[src/hw/rtl/skst_pkg.sv]
// skst_pkg: shared constants, codes and controller/datapath interface types
// for the sorted key set table; depends on nothing
`timescale 1ns / 1ps

package skst_pkg;

    localparam int CAPACITY = 4096;
    localparam int KEY_BITS = 32;
    localparam int ADDR_W   = $clog2(CAPACITY);
    localparam int COUNT_W  = ADDR_W + 1;
    localparam int POS_W    = 12;
    localparam int CNT_W    = 13;
    localparam int ACT_W    = 2;
    localparam int STAT_W   = 2;

    typedef enum logic [ACT_W-1:0] {
        ACT_INSERT = 2'd0,
        ACT_LOOKUP = 2'd1,
        ACT_READ   = 2'd2
    } action_t;

    typedef enum logic [STAT_W-1:0] {
        ST_OK        = 2'd0,
        ST_DUPLICATE = 2'd1,
        ST_FULL      = 2'd2,
        ST_NOT_FOUND = 2'd3
    } status_t;

    typedef struct packed {
        logic load;
        logic search_rd;
        logic search_upd;
        logic check_rd;
        logic capture;
        logic shift_init;
        logic shift_step;
        logic write_key;
        logic read_rd;
        logic out_load;
    } dp_cmd_t;

    typedef struct packed {
        logic [ACT_W-1:0] action;
        logic             search_done;
        logic             match;
        logic             full;
        logic             shift_done;
        logic             out_free;
    } dp_stat_t;

endpackage

[src/hw/rtl/skst_ctrl.sv]
// skst_ctrl: sequencing state machine for search, shift, write and read
// depends on skst_pkg
`timescale 1ns / 1ps

module skst_ctrl (
    input  logic               aclk,
    input  logic               aresetn,
    input  logic               s_tvalid,
    input  logic [1:0]         s_action,
    output logic               s_tready,
    input  skst_pkg::dp_stat_t stat,
    output skst_pkg::dp_cmd_t  cmd
);
    import skst_pkg::*;

    typedef enum logic [3:0] {
        S_IDLE,
        S_SEARCH,
        S_SEARCH_CMP,
        S_CHECK_RD,
        S_CHECK_CMP,
        S_DECIDE,
        S_SHIFT,
        S_WRITE,
        S_READ_RD,
        S_READ_WAIT,
        S_DONE
    } state_t;

    state_t state_reg;
    state_t state_next;

    always_ff @(posedge aclk) begin
        if (!aresetn) begin
            state_reg <= S_IDLE;
        end else begin
            state_reg <= state_next;
        end
    end

    assign s_tready = (state_reg == S_IDLE);

    always_comb begin
        cmd        = '0;
        state_next = state_reg;
        case (state_reg)
            S_IDLE: begin
                if (s_tvalid) begin
                    cmd.load = 1'b1;
                    case (s_action)
                        ACT_INSERT, ACT_LOOKUP: state_next = S_SEARCH;
                        ACT_READ:               state_next = S_READ_RD;
                        default:                state_next = S_DONE;
                    endcase
                end
            end
            S_SEARCH: begin
                if (stat.search_done) begin
                    state_next = S_CHECK_RD;
                end else begin
                    cmd.search_rd = 1'b1;
                    state_next    = S_SEARCH_CMP;
                end
            end
            S_SEARCH_CMP: begin
                cmd.search_upd = 1'b1;
                state_next     = S_SEARCH;
            end
            S_CHECK_RD: begin
                cmd.check_rd = 1'b1;
                state_next   = S_CHECK_CMP;
            end
            S_CHECK_CMP: begin
                cmd.capture = 1'b1;
                state_next  = S_DECIDE;
            end
            S_DECIDE: begin
                if ((stat.action == ACT_INSERT) && !stat.match && !stat.full) begin
                    cmd.shift_init = 1'b1;
                    state_next     = S_SHIFT;
                end else begin
                    state_next = S_DONE;
                end
            end
            S_SHIFT: begin
                if (stat.shift_done) begin
                    state_next = S_WRITE;
                end else begin
                    cmd.shift_step = 1'b1;
                end
            end
            S_WRITE: begin
                cmd.write_key = 1'b1;
                state_next    = S_DONE;
            end
            S_READ_RD: begin
                cmd.read_rd = 1'b1;
                state_next  = S_READ_WAIT;
            end
            S_READ_WAIT: begin
                cmd.capture = 1'b1;
                state_next  = S_DONE;
            end
            S_DONE: begin
                if (stat.out_free) begin
                    cmd.out_load = 1'b1;
                    state_next   = S_IDLE;
                end
            end
            default: begin
                state_next = S_IDLE;
            end
        endcase
    end

endmodule

[config.mk]
export PLATFORM = sky130hd
export DESIGN_NAME = skst_ctrl
export DESIGN_NICKNAME = d
export VERILOG_FILES = /design/src/hw/rtl/skst_pkg.sv /design/src/hw/rtl/skst_ctrl.sv
export SDC_FILE = /design/constraint.sdc
export NUM_CORES = 1
export LEC_CHECK = 0
export BUFFER_PORTS_ARGS = -buffer_cell sky130_fd_sc_hd__buf_2
export CORE_AREA = 2 2 39 41
export DETAILED_ROUTE_END_ITERATION = 7
export DIE_AREA = 0 0 41 43
export SLEW_MARGIN = 20
export SYNTH_ARGS = -nofsm -noshare
export SYNTH_HDL_FRONTEND = slang
export SYNTH_SLANG_ARGS = --single-unit
[constraint.sdc]
create_clock -name aclk -period 1.7 [get_ports aclk]
set_input_delay 0.17 -clock aclk [delete_from_list [all_inputs] [get_ports aclk]]
set_output_delay 0.17 -clock aclk [all_outputs]
set_load 0.02 [all_outputs]
# Word-level counts from Yosys, hierarchy flattened
# Cells that the tools add are included.
totals:
  register_bits: 4
  in_bits: 12
  out_inout_bits: 11
  word_cells: 49
classes:
  eq_ne: 15
  muxes: 22
  n_reduce_logical: 11
op_table:
  columns: ["op", "count"]
  rows:
  - ["one-hot mux 4 bit (10 select lines)", 1]
  - ["equality test 4 x 3 -> 1 bit (second input constant)", 4]
  - ["two-way mux 1 bit", 16]
  - ["two-way mux 4 bit", 4]
  - ["equality test 4 bit (second input constant)", 3]
  - ["equality test 4 x 2 -> 1 bit (second input constant)", 2]
  - ["one-hot mux 4 bit (2 select lines)", 1]
  - ["inequality test 2 bit (second input constant)", 3]
  - ["OR reduction 2 bit", 3]
  - ["equality test 4 x 1 -> 1 bit (second input constant)", 1]
  - ["logical NOT 2 bit", 2]
  - ["logical NOT 4 bit", 1]
  - ["AND reduction 3 bit", 1]
  - ["equality test 2 x 1 -> 1 bit (second input constant)", 1]
  - ["equality test 2 bit (second input constant)", 1]
  - ["logical AND 1 bit", 2]
  - ["logical NOT 1 bit", 2]

# Depth between registers and ports, before layout
logic_depth:
  depth_word: 5
  ltp_mapped: 5
  mapped_depth_nobuf: 4

# Worst setup path after synthesis
# No wires, ideal clock.
synth_timing:
  path_kind: "register to register"
  start: "register state_reg[1]"
  end: "register state_reg[3]"
  setup_time_ps: 116
  arrival_ps: 1584
  required_time_ps: 1584
  path_slack_ps: -1
  stages_incl_launch_ff: 6
  n_path_buf: 1
  period_less_slack_ps: 1701
  cell_sequence: "dfxtp_1 -> or2_1 -> buf_6 -> nor3_1 -> a221oi_1 -> o211a_1"
synth_via:
  elab_chain_cells: 3
  elab_cells_between_ends: 17
  classes_between: "13 x eq/ne; 1 x mux; 3 x reduce/logical"
synth_rtl:
  columns: ["element", "line", "rtl"]
  rows:
  - ["from (decl)", "skst_ctrl.sv:30", "state_t state_reg;"]
  - ["from (signal assigned)", "skst_ctrl.sv:37", "state_reg <= state_next;"]
  - ["logical NOT 4 bit *", null, null]
  - ["net s_tready", "skst_ctrl.sv:10", "output logic s_tready,"]
  - ["inequality test 2 bit (no line)", null, null]
  - ["AND reduction 3 bit (no line)", null, null]
# The timed path passes the listed nets; every way through them passes the cells marked *.
# A chain may end at the register's enable or synchronous reset.

==> flow_metrics.py <==
metrics = {
    "outcome": {
        "status": "finished clean",
    },
    "sta": {
        "hold_ws_ns": 0.183,
        "min_period_over_period": 0.928,
        "rsz0062_at_grt": "no",
        "final_hold_viol_count": 0,
        "clock.fmax_ghz": 0.634,
        "relSlewSlack": 0.799,
        "setup_viol": 0,
        "clock_skew_ns": 0.00207,
        "worstMarginPinSlew_ns": 0.302,
        "setup_slack_ns": 0.122,
        "drv_slew": 0,
        "fin_crit_ns": 1.58,
        "fin_setup_tns_ns": 0,
    },
    "placed_design": {
        "dp_slack_ns": 0.228,
        "gp_congestion": 0.799,
        "hpwlAfterDp_um": 851,
        "numPortBuffers": 22,
    },
    "power_and_ir_drop": {
        "p_clk_frac": 0.136,
        "leakagePower_nw": 0.266,
        "power.density_nw_per_um2": 1510,
        "p_total_mw": 0.860,
        "pwr-share-comb": 0.626,
        "p_int_mw": 0.442,
        "swShare": 0.485,
        "vdd_ir_drop_max_mv": 0.677,
        "pwr-share-seq": 0.238,
        "p_sw_mw": 0.417,
    },
    "routing": {
        "first_pass_iters": 4,
        "wl_per_cell_um": 11.4,
        "num_vias": 500,
        "vias_per_cell": 5.15,
        "first_iter_violations": 11,
        "ant_nets": 0,
        "wirelength_mm": 1.11,
        "drc": 0,
    },
    "floorplanning": {
        "ios": 23,
        "num_rows": 14,
        "die_w_um": 41,
        "coreArea_um2": 1380,
        "dieArea_um2": 1760,
        "die_y_um": 43,
        "start_util": 0.299,
    },
    "worst_setup_path": {
        "end_kind": "primary output",
        "critPathKind": "reg2out",
        "start_kind": "flop",
        "critPathArrivalTime_ns": 1.41,
        "crit_fanout": 10,
        "required_ns": 1.53,
    },
    "clock_network": {
        "clk_pin_slew_ns": 0.04,
        "cts_made_buffers": 3,
        "cts_tree": "done",
        "post_cts_buffers": 0,
        "htree_levels": 1,
        "clock_sinks": 4,
        "clock_path_buffers": 2,
        "worstSkewPairLatency_ns": 0.24,
        "post_cts_resized": 0,
        "postCtsHoldBufs": 0,
        "cts_root_buf": "clkbuf_4",
    },
    "logic_synthesis": {
        "yosys.area_share.simple": 0.498,
        "synth_top_family_by_area": "simple AND/OR/NAND/NOR gates",
        "ys_ff_latch": 4,
        "ys_seq_area_frac": 0.193,
        "ys_warn_count": 0,
        "async_flop_share": 0,
        "postSynthCellCount": 59,
        "synth_ff_type": "dfxtp_1",
        "synth_top_cells_by_area": "dfxtp_1, or3b_1, nand2b_1",
        "synthAdderAreaFrac": 0,
        "synth-edff-count": 0,
        "synth_compound_area_frac": 0.211,
        "synth_cell_type_count": 28,
        "synth_top_cell_by_area": "dfxtp_1",
        "avgSynthCellArea_um2": 7.02,
        "synth_mux_area_frac": 0,
        "synth_area_um2": 414,
        "synth.top_cell.area_share": 0.193,
        "syn_nets": 71,
        "synth_xor_area_frac": 0,
    },
    "grt": {
        "track_usage": 0.144,
        "grt_pass1_vias": 372,
        "grt_max_degree": 15,
        "overflow": 0,
        "antenna_found_initial": 0,
        "grt_pass1_wl_mm": 1.64,
    },
    "layout": {
        "fill_cells": 145,
        "drive_gt1_frac": 0.407,
        "seqCellArea_um2": 82.6,
        "finalCoreUtilization": 0.411,
        "num-nets-final": 95,
        "syn_to_final_growth_pct": 37.5,
        "multiInputGateArea_um2": 304,
        "largest_register_ffs": 4,
        "antenna_cells": 0,
    },
    "worst_hold_path": {
        "hold_class": "in2reg",
    },
    "flow_run": {
        "maxCapViolCount": 0,
    },
}
[synthesized netlist by cell type, drive strengths merged (3+ instances only)]
master,count
nand2b,4
buf,3
nor3,5
dfxtp,4
or3b,3
clkbuf,3
nor2,6
a21oi,4
nor2b,3
[routing by layer]
metal | track usage | routed length (um) | vias up
met1 | 0.192 | 543 | 216
li1 | - | - | 259
met3 | 0.0628 | 86 | 4
met5 | 0 | 0 | -
met4 | 0.100 | 24 | 0
met2 | 0.178 | 451 | 21
[critical path: stages (launching register included)]
cell     delay, ns
dfxtp_1       0.44
buf_4         0.21
or2b_1        0.26
nor2_1        0.09
buf_2         0.16
[cells in the final DEF (no fill, tap or decap)]
cell / n
o21ai_1: 1
or4_4: 1
nor4_1: 2
nor3_1: 3
a21oi_1: 4
inv_1: 2
a22oi_1: 1
dfxtp_2: 2
nand2b_1: 4
nand2_1: 2
clkbuf_4: 3
buf_4: 3
nand4b_1: 1
nor3b_1: 2
nor3_2: 2
o21ai_0: 1
o32ai_1: 1
nor2_1: 6
dfxtp_1: 2
o21a_1: 1
o22ai_1: 1
or3b_1: 3
a221oi_1: 2
buf_2: 22
or2b_1: 1
nand3b_1: 1
and3_1: 2
o211a_1: 1
or2_1: 1
nor2b_1: 3
[layout make-up]
type | instances | area share
Sequential cell | 4 | 0.145
Multi-Input combinational cell | 47 | 0.534
Tap cell | 16 | 0.0352
Timing Repair Buffer | 25 | 0.233
Clock buffer | 3 | 0.0396
Inverter | 2 | 0.0132
[power groups by stage]
stage	logic, mW	clock network, mW	registers (mW)
2_1_floorplan	0.455	0	0.146
3_3_place_gp	0.535	0	0.201
3_5_place_dp	0.537	0	0.200
4_1_cts	0.539	0.125	0.198
5_1_grt	0.593	0.134	0.211
6_report	0.538	0.117	0.204
[through the flow]
step / area [um^2] / cells
4_1_cts: 562 / 97
2_1_floorplan: 419 / 59
3_3_place_gp: 539 / 94
5_1_grt: 569 / 97
3_5_place_dp: 539 / 94
6_report: 569 / 97
[kinds of logic after synthesis]
kind of cell / Yosys count
flip-flops: 4
AND/OR/NAND/NOR: 34
AO/OA/AOI/OAI: 13
buffers and inverters: 8
[final timing paths]
kind | to | cells after the start | start | slack [ns]
setup / recovery | cmd[1] | 4 | state_reg[3] | 0.12
hold / removal | state_reg[1] | 2 | aresetn | 0.18
setup reg to reg | state_reg[3] | 4 | state_reg[3] | 0.26
hold reg to reg | state_reg[2] | 1 | state_reg[3] | 0.57
No activity file was read; power rests on OpenSTA's default activity.
